$ cat config.mk
export PLATFORM = sky130hd
export DESIGN_NAME = delimiter_stream_splitter
export DESIGN_NICKNAME = d
export VERILOG_FILES = /design/src/sv/dss_pkg.sv /design/src/sv/dss_front.sv /design/src/sv/dss_queue.sv /design/src/sv/dss_back.sv /design/src/sv/delimiter_stream_splitter.sv
export SDC_FILE = /design/constraint.sdc
export NUM_CORES = 1
export LEC_CHECK = 0
export ABC_AREA = 1
export BUFFER_PORTS_ARGS = -buffer_cell sky130_fd_sc_hd__buf_4
export CAP_MARGIN = 10
export CORE_UTILIZATION = 40
export CTS_BUF_LIST = sky130_fd_sc_hd__clkbuf_16
export CTS_CLUSTER_DIAMETER = 60
export CTS_CLUSTER_SIZE = 40
export DETAILED_ROUTE_END_ITERATION = 10
export PLACE_DENSITY = 0.65
export RECOVER_POWER = 50
export SETUP_SLACK_MARGIN = 0.1
export SYNTH_ARGS = -nofsm -noshare
export SYNTH_HDL_FRONTEND = slang
export SYNTH_SLANG_ARGS = --single-unit
$ cat constraint.sdc
create_clock -name clk -period 9.8 [get_ports clk]
set_input_delay 0.49 -clock clk [delete_from_list [all_inputs] [get_ports clk]]
set_output_delay 0.49 -clock clk [all_outputs]
set_load 0.05 [all_outputs]
$ cat src/sv/dss_pkg.sv
// Shared types and constants for the delimiter stream splitter.
package dss_pkg;

  localparam int MAX_DELIM_DEFAULT = 8;
  localparam int LANES             = 8;
  localparam int FILL_W            = 4;
  localparam int LEN_W             = 32;
  localparam int QUEUE_DEPTH       = 2;

  localparam logic CFG_DELIM_LENGTH = 1'b0;
  localparam logic CFG_DELIM_BYTES  = 1'b1;

  localparam logic [3:0]  DELIM_LENGTH_RESET = 4'd1;
  localparam logic [63:0] DELIM_BYTES_RESET  = 64'd44;

  typedef struct packed {
    logic                       first_valid;
    logic                       first_end;
    logic [7:0]                 first_byte;
    logic [LEN_W-1:0]           first_len;
    logic                       eos;
    logic [FILL_W-1:0]          flush_cnt;
    logic [LANES-1:0][7:0]      flush_win;
    logic [LEN_W-1:0]           final_len;
  } entry_t;

endpackage

$ cat src/sv/dss_front.sv
// Front end: window, delimiter compare, part length and configuration registers.
module dss_front #(
  parameter int MAX_DELIM = dss_pkg::MAX_DELIM_DEFAULT
) (
  input  logic                clk,
  input  logic                rst,
  input  logic                cfg_we,
  input  logic                cfg_index,
  input  logic [63:0]         cfg_data,
  input  logic                accept,
  input  logic [7:0]          source_byte,
  input  logic                has_byte,
  input  logic                end_of_source,
  output logic                q_push,
  output dss_pkg::entry_t     q_data
);

  localparam int FW    = dss_pkg::FILL_W;
  localparam int LW    = dss_pkg::LEN_W;
  localparam int IDX_W = (MAX_DELIM > 1) ? $clog2(MAX_DELIM) : 1;
  localparam logic [FW-1:0] MAX_FILL = FW'(MAX_DELIM);

  logic [7:0]    win [MAX_DELIM];
  logic [FW-1:0] fill;
  logic [LW-1:0] cur_len;
  logic [3:0]    delim_length;
  logic [63:0]   delim_bytes;

  logic [7:0]    win1 [MAX_DELIM];
  logic [7:0]    win_next [MAX_DELIM];
  logic [FW-1:0] fill1;
  logic [FW-1:0] fill2;
  logic [FW-1:0] fill_next;
  logic [LW-1:0] len2;
  logic [LW-1:0] cur_len_next;
  logic [3:0]    eff_len;
  logic          matched;
  logic [LW:0]   final_sum;

  always_comb begin
    eff_len = (delim_length > 4'(MAX_DELIM)) ? 4'(MAX_DELIM) : delim_length;

    win1  = win;
    fill1 = fill;
    if (fill < MAX_FILL) begin
      win1[fill[IDX_W-1:0]] = source_byte;
      fill1 = fill + 1'b1;
    end

    matched = 1'b1;
    for (int i = 0; i < MAX_DELIM; i++) begin
      if ((4'(i) < eff_len) && (win1[i] != delim_bytes[8*i +: 8])) begin
        matched = 1'b0;
      end
    end

    q_data       = '0;
    win_next     = win;
    fill2        = fill;
    len2         = cur_len;

    if (has_byte) begin
      win_next = win1;
      fill2    = fill1;
      if ((4'(fill1) > eff_len) ||
          ((4'(fill1) == eff_len) && (eff_len != 4'd0) && !matched)) begin
        q_data.first_valid = 1'b1;
        q_data.first_byte  = win1[0];
        for (int i = 0; i < MAX_DELIM - 1; i++) begin
          win_next[i] = win1[i+1];
        end
        win_next[MAX_DELIM-1] = 8'd0;
        fill2 = fill1 - 1'b1;
        len2  = (cur_len == {LW{1'b1}}) ? cur_len : cur_len + 1'b1;
      end else if ((4'(fill1) == eff_len) && (eff_len != 4'd0)) begin
        q_data.first_valid = 1'b1;
        q_data.first_end   = 1'b1;
        q_data.first_len   = cur_len;
        for (int i = 0; i < MAX_DELIM; i++) begin
          win_next[i] = 8'd0;
        end
        fill2 = '0;
        len2  = '0;
      end
    end

    final_sum    = {1'b0, len2} + (LW+1)'(fill2);
    fill_next    = fill2;
    cur_len_next = len2;

    if (end_of_source) begin
      q_data.eos       = 1'b1;
      q_data.flush_cnt = fill2;
      for (int i = 0; i < MAX_DELIM; i++) begin
        q_data.flush_win[i] = win_next[i];
      end
      q_data.final_len = final_sum[LW] ? {LW{1'b1}} : final_sum[LW-1:0];
      for (int i = 0; i < MAX_DELIM; i++) begin
        win_next[i] = 8'd0;
      end
      fill_next    = '0;
      cur_len_next = '0;
    end

    q_push = accept && (q_data.first_valid || end_of_source);
  end

  always_ff @(posedge clk) begin
    if (rst) begin
      fill         <= '0;
      cur_len      <= '0;
      delim_length <= dss_pkg::DELIM_LENGTH_RESET;
      delim_bytes  <= dss_pkg::DELIM_BYTES_RESET;
    end else begin
      if (cfg_we) begin
        case (cfg_index)
          dss_pkg::CFG_DELIM_LENGTH: delim_length <= cfg_data[3:0];
          dss_pkg::CFG_DELIM_BYTES:  delim_bytes  <= cfg_data;
          default: ;
        endcase
      end
      if (accept) begin
        fill    <= fill_next;
        cur_len <= cur_len_next;
      end
    end
  end

  always_ff @(posedge clk) begin
    if (accept) begin
      win <= win_next;
    end
  end

endmodule

$ cat src/sv/dss_queue.sv
// Short queue of classified items between the front and back ends.
module dss_queue (
  input  logic              clk,
  input  logic              rst,
  input  logic              wr_en,
  input  dss_pkg::entry_t   wr_data,
  input  logic              rd_en,
  output dss_pkg::entry_t   rd_data,
  output logic              full,
  output logic              not_empty
);

  localparam int DEPTH = dss_pkg::QUEUE_DEPTH;
  localparam int PTR_W = (DEPTH > 1) ? $clog2(DEPTH) : 1;
  localparam int CNT_W = $clog2(DEPTH + 1);

  dss_pkg::entry_t mem [DEPTH];
  logic [PTR_W-1:0] wr_ptr;
  logic [PTR_W-1:0] rd_ptr;
  logic [CNT_W-1:0] count;

  assign full      = (count == CNT_W'(DEPTH));
  assign not_empty = (count != '0);
  assign rd_data   = mem[rd_ptr];

  always_ff @(posedge clk) begin
    if (rst) begin
      wr_ptr <= '0;
      rd_ptr <= '0;
      count  <= '0;
    end else begin
      if (wr_en) begin
        wr_ptr <= (wr_ptr == PTR_W'(DEPTH - 1)) ? '0 : wr_ptr + 1'b1;
      end
      if (rd_en) begin
        rd_ptr <= (rd_ptr == PTR_W'(DEPTH - 1)) ? '0 : rd_ptr + 1'b1;
      end
      if (wr_en && !rd_en) begin
        count <= count + 1'b1;
      end else if (rd_en && !wr_en) begin
        count <= count - 1'b1;
      end
    end
  end

  always_ff @(posedge clk) begin
    if (wr_en) begin
      mem[wr_ptr] <= wr_data;
    end
  end

endmodule

$ cat src/sv/dss_back.sv
// Back end: expands queued items into results and holds the output register.
module dss_back (
  input  logic              clk,
  input  logic              rst,
  input  logic              q_valid,
  input  dss_pkg::entry_t   q_head,
  output logic              q_pop,
  output logic [7:0]        part_byte,
  output logic              is_part_end,
  output logic [31:0]       part_length,
  output logic              is_final_part,
  output logic              run_last,
  output logic              empty,
  input  logic              pop
);

  localparam int FW = dss_pkg::FILL_W;
  localparam int LI = $clog2(dss_pkg::LANES);

  logic          out_valid;
  logic          first_done;
  logic [FW-1:0] flush_idx;
  logic          take;
  logic          load;

  logic [7:0]    r_byte;
  logic          r_end;
  logic [31:0]   r_len;
  logic          r_fin;
  logic          r_last;
  logic          r_first;
  logic          r_flush;

  assign empty = !out_valid;
  assign take  = !out_valid || pop;
  assign load  = take && q_valid;
  assign q_pop = load && r_last;

  always_comb begin
    r_byte  = 8'd0;
    r_end   = 1'b0;
    r_len   = '0;
    r_fin   = 1'b0;
    r_last  = 1'b0;
    r_first = 1'b0;
    r_flush = 1'b0;
    if (q_head.first_valid && !first_done) begin
      r_first = 1'b1;
      r_end   = q_head.first_end;
      r_byte  = q_head.first_end ? 8'd0 : q_head.first_byte;
      r_len   = q_head.first_end ? q_head.first_len : '0;
      r_last  = !q_head.eos;
    end else if (flush_idx < q_head.flush_cnt) begin
      r_flush = 1'b1;
      r_byte  = q_head.flush_win[flush_idx[LI-1:0]];
    end else begin
      r_end  = 1'b1;
      r_len  = q_head.final_len;
      r_fin  = 1'b1;
      r_last = 1'b1;
    end
  end

  always_ff @(posedge clk) begin
    if (rst) begin
      out_valid  <= 1'b0;
      first_done <= 1'b0;
      flush_idx  <= '0;
    end else if (load) begin
      out_valid <= 1'b1;
      if (r_last) begin
        first_done <= 1'b0;
        flush_idx  <= '0;
      end else begin
        if (r_first) begin
          first_done <= 1'b1;
        end
        if (r_flush) begin
          flush_idx <= flush_idx + 1'b1;
        end
      end
    end else if (take) begin
      out_valid <= 1'b0;
    end
  end

  always_ff @(posedge clk) begin
    if (load) begin
      part_byte     <= r_byte;
      is_part_end   <= r_end;
      part_length   <= r_len;
      is_final_part <= r_fin;
      run_last      <= r_last;
    end
  end

endmodule

$ cat src/sv/delimiter_stream_splitter.sv
// Top level of the delimiter stream splitter: front end, item queue and back end.
// A result reaches the output ports through the item queue and the output register.
// Throughput: one item per cycle while the queue is not full, results are popped
// and each gives at most one result; an end of source item gives its leftover
// window bytes plus one as results, one per cycle while popped (up to 9 per item).
// Reset (synchronous): empties window, queue and output; delimiter set to one comma.
module delimiter_stream_splitter #(
  parameter int MAX_DELIM = dss_pkg::MAX_DELIM_DEFAULT
) (
  input  logic        clk,
  input  logic        rst,
  input  logic        cfg_we,
  input  logic        cfg_index,
  input  logic [63:0] cfg_data,
  input  logic        push,
  output logic        full,
  input  logic [7:0]  source_byte,
  input  logic        has_byte,
  input  logic        end_of_source,
  output logic        empty,
  input  logic        pop,
  output logic [7:0]  part_byte,
  output logic        is_part_end,
  output logic [31:0] part_length,
  output logic        is_final_part,
  output logic        run_last
);

  logic            accept;
  logic            q_push;
  logic            q_pop;
  logic            q_valid;
  dss_pkg::entry_t q_wr;
  dss_pkg::entry_t q_head;

  assign accept = push && !full;

  dss_front #(
    .MAX_DELIM(MAX_DELIM)
  ) u_front (
    .clk          (clk),
    .rst          (rst),
    .cfg_we       (cfg_we),
    .cfg_index    (cfg_index),
    .cfg_data     (cfg_data),
    .accept       (accept),
    .source_byte  (source_byte),
    .has_byte     (has_byte),
    .end_of_source(end_of_source),
    .q_push       (q_push),
    .q_data       (q_wr)
  );

  dss_queue u_queue (
    .clk      (clk),
    .rst      (rst),
    .wr_en    (q_push),
    .wr_data  (q_wr),
    .rd_en    (q_pop),
    .rd_data  (q_head),
    .full     (full),
    .not_empty(q_valid)
  );

  dss_back u_back (
    .clk          (clk),
    .rst          (rst),
    .q_valid      (q_valid),
    .q_head       (q_head),
    .q_pop        (q_pop),
    .part_byte    (part_byte),
    .is_part_end  (is_part_end),
    .part_length  (part_length),
    .is_final_part(is_final_part),
    .run_last     (run_last),
    .empty        (empty),
    .pop          (pop)
  );

endmodule

==> results of run 1 <==
==> registers in the layout (all words and copies together), names as in the netlist, 4 cells and up, named ones only <==
signal                flops
u_back.part_length       32
u_back.flush_idx          4
u_front.delim_length      4
u_front.win              64
u_front.cur_len          32
u_back.part_byte          8
u_queue.mem             286
u_front.delim_bytes      64
u_front.fill              4
==> where the power goes <==
group | switching [W] | internal, W | total, W
clock network | 0.000964 | 0.000975 | 0.00194
registers | 0.000135 | 0.00277 | 0.00290
logic | 0.00171 | 0.000540 | 0.00225
==> worst min-delay path: cells and delay by family <==
family,cells,cell delay (ps)
buf+inv,1,100
simple gates,2,100
==> synthesized netlist by cell type (2+ instances only) <==
library cell,instances
o32ai_1,39
nor2_2,16
o221ai_1,49
or2_2,4
o31ai_1,3
nor3_1,45
nand2_2,20
nand3_2,15
clkbuf_1,111
nor4_1,5
o21ai_0,153
o21ai_1,9
clkinv_1,7
mux2i_1,44
buf_6,8
o21bai_1,2
dfxtp_1,115
buf_2,11
o22ai_1,4
nor2_1,373
nand3b_1,15
ha_1,16
xnor2_1,3
inv_2,7
nand2_1,725
edfxtp_1,393
a221oi_1,31
buf_1,23
inv_1,289
nand3_1,185
nand4_1,27
buf_4,6
a31oi_1,7
o211ai_1,14
o21ai_2,2
a21oi_1,184
nor2_4,8
a21oi_2,8
xor2_1,25
a211oi_1,2
and3b_1,2
a22oi_1,2
==> cell families after synthesis <==
family	synth area share
AOI/OAI and AO/OA	0.119
xor gates and xnor gates	0.00939
adders and majority gates	0.00843
and+or+nand+nor	0.236
buffers and inverters	0.0701
DFF	0.540
muxes	0.0169
==> metrics by stage <==
stage,hold slack (ps),instance area [um2],util,total power [W],std cells
detailed placement,451,27700,0.429,0.00526,3861
CTS,100,29300,0.454,0.00718,3939
floorplan,438,26100,-,0.00450,3015
global route,149,29000,0.451,0.00743,3939
finish,127,29000,0.451,0.00710,3939
global placement,446,27700,0.429,0.00524,3861
==> per-layer routing <==
| metal | GRT usage | vias to the layer above | part of all wire |
|---|---|---|---|
| met2 | 0.335 | 1012 | 0.41 |
| met3 | 0.0491 | 103 | 0.10 |
| met1 | 0.366 | 10300 | 0.46 |
| met4 | 0.0570 | 4 | 0.023 |
| li1 | - | 10400 | - |
| met5 | 0 | - | 0.00031 |
==> worst paths after layout <==
check | from | endpoint | slack (ps) | depth (start not counted)
setup reg to reg | u_front.fill[3] | u_queue.mem[0][25] | 1960 | 27
hold reg to reg | u_queue.rd_ptr | register | 460 | 2
setup / recovery | u_front.fill[3] | u_queue.mem[0][25] | 1960 | 27
hold / removal | cfg_data[2] | u_front.delim_bytes[2] | 130 | 3
==> cell type report <==
class,count,share of cell area
inverters,303,0.0392
repair buffers,150,0.0321
clock buffers,42,0.0362
flip-flops and latches,508,0.486
multi-input cells,2045,0.351
clock inverters,36,0.0191
well taps,855,0.0368
==> key figures, run 1 <==
GRT
  – Largest net degree at the start of global routing: 144
  – Initial antenna violation count: 2
  – Vias in the first global route: 19600
  – Gr usage total: 0.237
  – Total gr overflow: 0
  – First-pass GRT wire length: 121000 um

Yosys
  – Post-Syn Instances: 3015
  – Syn. warnings: 0
  – Synthesized net count: 3112
  – Leading post-synthesis cells by cell area: edfxtp_1, nand2_1, dfxtp_1
  – Number of synthesized flops with an enable pin: 393
  – Ys async rst share: 0
  – #FFs+latches synth: 508
  – Post-synth top area cell: edfxtp_1
  – Sequential element share of the synthesized area: 0.540
  – Mapped Area: 26100 um2
  – Top FF cell, synth: edfxtp_1
  – Post-synth top area share: 0.452
  – Cell variety after synth: 50
  – Post-synthesis average cell area: 8.66 um2

Final layout
  – Multi-input gate area: 10200 um2
  – Layout fillers: 6390
  – Leading cell types in the layout, fill and taps excluded: nand2_1, edfxtp_1, nor2_1, inv_1, nand3_1
  – Commonest non-fill, non-tap cell in the layout: nand2_1
  – Antenna diode count: 0
  – Register area: 14100 um2
  – Area Overhead vs Synth: 11.2%
  – Share of post-route cells with drive strength above 1: 0.0807
  – NumNets Final: 3147

Setup path
  – Worst path max stage delay: 1620 ps
  – CP Capture Type: register
  – CP max-delay cell: nor2_1
  – Worst Setup Start Kind: register
  – Cell family with most CP delay: simple AND/OR/NAND/NOR gates
  – Most frequent CP cell: nand2_1
  – Worst EP required: 10260 ps
  – Crit path DAT: 8300 ps
  – CP Class: reg -> reg
  – Worst path buffer plus inverter count: 3
  – Critical-path maximum fanout: 32

CTS
  – Cts repair resizes: 0
  – Register clock-pin slew on the reported worst setup and hold paths: 90 ps
  – Sink Count: 508
  – CTS max path bufs: 3
  – CTS Buf Count: 42
  – CTS Root Cell: clkbuf_16
  – CTS tree: yes
  – H-tree level count: 2
  – Cts-stage hold buffer count: 0
  – Setup bufs post-CTS: 0
  – Clock latency on the worst-skew pair: 630 ps

Route
  – Drt initial violations: 2770
  – First-pass DRT Iterations: 5
  – # DRC: 0
  – DR vias/cell: 5.53
  – Total number of vias: 21800
  – WL per Instance: 20.3 um
  – Routed wire length: 79900 um
  – Routed Antenna Nets: 0

Timing
  – Final min period: 7840 ps
  – Setup WS post-layout: 1960 ps
  – Setup TNS: 0 ps
  – Rel. slew slack: -1.79
  – Unrepaired setup endpoints after global routing: no
  – Peak Freq: 128 MHz
  – Setup-failing EPs final: 0
  – Slew @ Worst Pin: 4180 ps
  – Setup Skew: 46.2 ps
  – Final slew viol count: 386
  – Tcrit/Tclk final: 0.800
  – Fin. Hold Viols: 0

Place
  – GP Congestion: 0.937
  – Number of port buffers: 124
  – HPWL after DPL: 55900 um
  – Place WS: 3610 ps

Floorplanning
  – Die Y: 258 um
  – DIE AREA: 66300 um2
  – Ports: 125
  – Starting Density: 0.405
  – Core area: 64500 um2
  – Die span in x: 258 um
  – Row count: 93

Job
  – # Max-Cap Violations: 8

Power
  – PD cells: 244 nW/um2
  – Leak: 11.2 nW
  – Peak supply drop: 0.147 mV

Status
  – Status: finished with violations
  – Violated checks: max-capacitance violations, max-slew violations

Min path
  – Min-delay worst type: in -> reg
Note: power is estimated with default switching activity, not from simulation.
==> run 2, diff against run 1 <==
ABC_AREA = 0   (was 1)
PLACE_DENSITY = 0.63   (was 0.65)
clock period = 7.9 ns   (was 9.8 ns; I/O delays follow)
==> key figures, run 2 <==
GRT
  – First-pass GRT wire length: 112000 um (-7.4%)
  – Largest net degree at the start of global routing: 135 (-6.3%)
  – Total gr overflow: 0 (unchanged)
  – Initial antenna violation count: 1 (-1)
  – Vias in the first global route: 17600 (-10%)
  – Gr usage total: 0.230 (-0.00726)

Floorplanning
  – DIE AREA: 64600 um2 (-2.6%)
  – Ports: 125 (unchanged)
  – Core area: 63000 um2 (-2.3%)
  – Row count: 92 (-1.1%)
  – Starting Density: 0.404 (-0.00134)
  – Die span in x: 254 um (-1.3%)
  – Die Y: 254 um (-1.3%)

Timing
  – Final slew viol count: 478 (+24%)
  – Peak Freq: 134 MHz (+5.1%)
  – Fin. Hold Viols: 0 (unchanged)
  – Setup TNS: 0 ps (unchanged)
  – Slew @ Worst Pin: 4030 ps (-154 ps)
  – Setup Skew: 55.5 ps (+9.33 ps)
  – Tcrit/Tclk final: 0.944 (+0.144)
  – Final min period: 7460 ps (-384 ps)
  – Unrepaired setup endpoints after global routing: no
  – Setup WS post-layout: 441 ps (-1520 ps)
  – Fin Hold WS: 30.0 ps (-96.5 ps)
  – Setup-failing EPs final: 0 (unchanged)
  – Rel. slew slack: -1.69 (+0.103)

CTS
  – H-tree level count: 2 (unchanged)
  – Sink Count: 508 (unchanged)
  – CTS max path bufs: 3 (unchanged)
  – CTS tree: yes
  – Clock latency on the worst-skew pair: 610 ps (-20 ps)
  – CTS Buf Count: 39 (-7.1%)
  – Cts-stage hold buffer count: 0 (unchanged)
  – Register clock-pin slew on the reported worst setup and hold paths: 90 ps (about the same)
  – CTS Root Cell: clkbuf_16

Route
  – DR vias/cell: 5.85 (+5.7%)
  – First-pass DRT Iterations: 6 (+1)
  – # DRC: 0 (unchanged)
  – WL per Instance: 23.7 um (+17%)
  – Total number of vias: 18500 (-15%)
  – Routed wire length: 74900 um (-6.2%)
  – Drt initial violations: 2191 (-21%)
  – Routed Antenna Nets: 0 (unchanged)

Yosys
  – Sequential element share of the synthesized area: 0.555 (+0.0147)
  – Number of synthesized flops with an enable pin: 393 (unchanged)
  – Top FF cell, synth: edfxtp_1
  – Post-synthesis average cell area: 11.3 um2 (+30%)
  – Post-synth top area share: 0.464 (+0.0123)
  – Post-Syn Instances: 2253 (-25%)
  – Synthesized net count: 2350 (-24%)
  – Mapped Area: 25400 um2 (-2.6%)
  – #FFs+latches synth: 508 (unchanged)
  – Ys async rst share: 0 (unchanged)
  – Leading post-synthesis cells by cell area: edfxtp_1, dfxtp_1, mux2i_1
  – Top cells by count, synth: edfxtp_1, nand2_1, nor2_1
  – Most frequent cell after synthesis: edfxtp_1
  – Post-synth top area cell: edfxtp_1
  – Syn. warnings: 0 (unchanged)
  – Cell variety after synth: 94 (+88%)

Setup path
  – Worst Setup Start Kind: register
  – CP max-delay cell: nor4b_4
  – Critical-path maximum fanout: 52 (+63%)
  – CP Class: reg -> reg
  – R2r worst-path depth: 26 (-3.7%)
  – Worst r2r dst: u_queue.mem[1][31]
  – Worst path buffer plus inverter count: 4 (+1)
  – Worst EP required: 8320 ps (-1940 ps)
  – Crit path DAT: 7880 ps (-420 ps)
  – Cell family with most CP delay: simple AND/OR/NAND/NOR gates
  – CP Capture Type: register
  – FF-to-FF setup slack: 440 ps (-1520 ps)
  – Worst path max stage delay: 760 ps (-860 ps)
  – FF-to-FF Start: u_front.fill[3]

Place
  – Number of port buffers: 124 (unchanged)
  – Place WS: 427 ps (-3190 ps)
  – GP Congestion: 0.945 (+0.76%)
  – HPWL after DPL: 52300 um (-6.5%)
  – Placement Cell Area: 27100 um2 (-2.3%)

Final layout
  – Leading cell types in the layout, fill and taps excluded: edfxtp_1, nand2_1, nor2_1, mux2i_1, a21oi_1
  – Area Overhead vs Synth: 11.4%
  – Post-route cell area: 28300 um2 (-2.5%)
  – NumNets Final: 2388 (-24%)
  – Biggest regs: u_queue.mem (286), u_front.delim_bytes (64), u_front.win (64)
  – Commonest non-fill, non-tap cell in the layout: edfxtp_1
  – Max reg flops: 286 (unchanged)
  – Antenna diode count: 0 (unchanged)
  – Share of post-route cells with drive strength above 1: 0.117 (+0.0360)
  – Reg with most FFs: u_queue.mem

Power
  – Peak supply drop: 0.156 mV (+5.9%)
  – Leak: 9.33 nW (-17%)
  – Overall power: 0.00827 W (+17%)
  – PD cells: 292 nW/um2 (+20%)

Status
  – Status: finished with violations
  – Violated checks: max-capacitance violations, max-slew violations

Min path
  – Hold endpoint: u_front.delim_bytes[5]
  – Min-delay worst type: in -> reg
  – Hold path depth: 3 (unchanged)
  – Hold path start: cfg_data[5]

Job
  – # Max-Cap Violations: 9 (+1)
-- run 2: layer usage --
| layer | vias up | track usage | share of wire |
|---|---|---|---|
| met2 | 780 | 0.339 | 0.43 |
| met3 | 116 | 0.0348 | 0.075 |
| met4 | 2 | 0.0528 | 0.022 |
| met1 | 9177 | 0.353 | 0.47 |
| li1 | 8457 | - | - |
| met5 | - | 0 | 0.00019 |
-- run 2: cells by family after synthesis --
logic type | Yosys count | share of synthesized area
fa+ha+maj | 17 | 0.00866
flops | 508 | 0.555
buf+inv | 233 | 0.0380
compound gates | 492 | 0.129
simple gates | 739 | 0.148
mux | 189 | 0.0954
xor+xnor | 75 | 0.0258
-- run 2: final cells by class --
type | count | area (um2)
Fill cell | 5843 | 34600
Inverter | 68 | 255
Clock buffer | 40 | 1000
Multi-Input combinational cell | 1512 | 10400
Clock inverter | 32 | 502
Tap cell | 846 | 1060
Timing Repair Buffer | 162 | 1010
Sequential cell | 508 | 14100
-- run 2: how the worst max path moves through the flow --
stage	from	endpoint	cells past startpoint
finish	u_front.fill[3]	u_queue.mem[1][31]	26
global route	u_front.fill[3]	u_queue.mem[1][31]	26
CTS	u_front.fill[0]	u_queue.mem[0][4]	23
detailed placement	u_front.fill[3]	u_queue.mem[0][4]	23
global placement	u_front.fill[3]	u_queue.mem[0][4]	23
floorplan	u_front.fill[3]	u_queue.mem[0][0]	12
-- run 2: worst reg2reg max path: stages (launching register included) --
cell       delay (ps)
dfxtp_1           590
nor4b_4           760
clkbuf_1          220
mux2i_1           330
nor2_1            120
a2111oi_4         250
nand2_1           100
o31ai_1           630
nand3_1           430
a21oi_4           290
buf_4             560
nor2_1            110
a31oi_1           180
a21oi_1           160
ha_1              330
a21o_1            120
a21oi_1            90
inv_1              70
a21oi_1            60
nor3_1            310
o221ai_1          250
or2_2             360
nor2_1            110
buf_4             220
and4_1            230
o21ai_0            80
a31oi_1           350
-- run 2: per-stage QoR --
step / utilization / cells
3_5_place_dp: 0.430 / 3092
2_1_floorplan: - / 2253
3_3_place_gp: 0.430 / 3092
5_1_grt: 0.450 / 3168
6_report: 0.450 / 3168
4_1_cts: 0.454 / 3164
-- run 2: timing repair --
action,in CTS,in global routing
resized for setup,0,2
hold endpoints to repair,0,0
endpoints found under the setup margin,0,50
buffers inserted,0,4
-- run 2: report_power, final --
group / switching [W] / internal (W)
registers: 0.000216 / 0.00342
clock network: 0.00118 / 0.00105
logic: 0.00168 / 0.000732
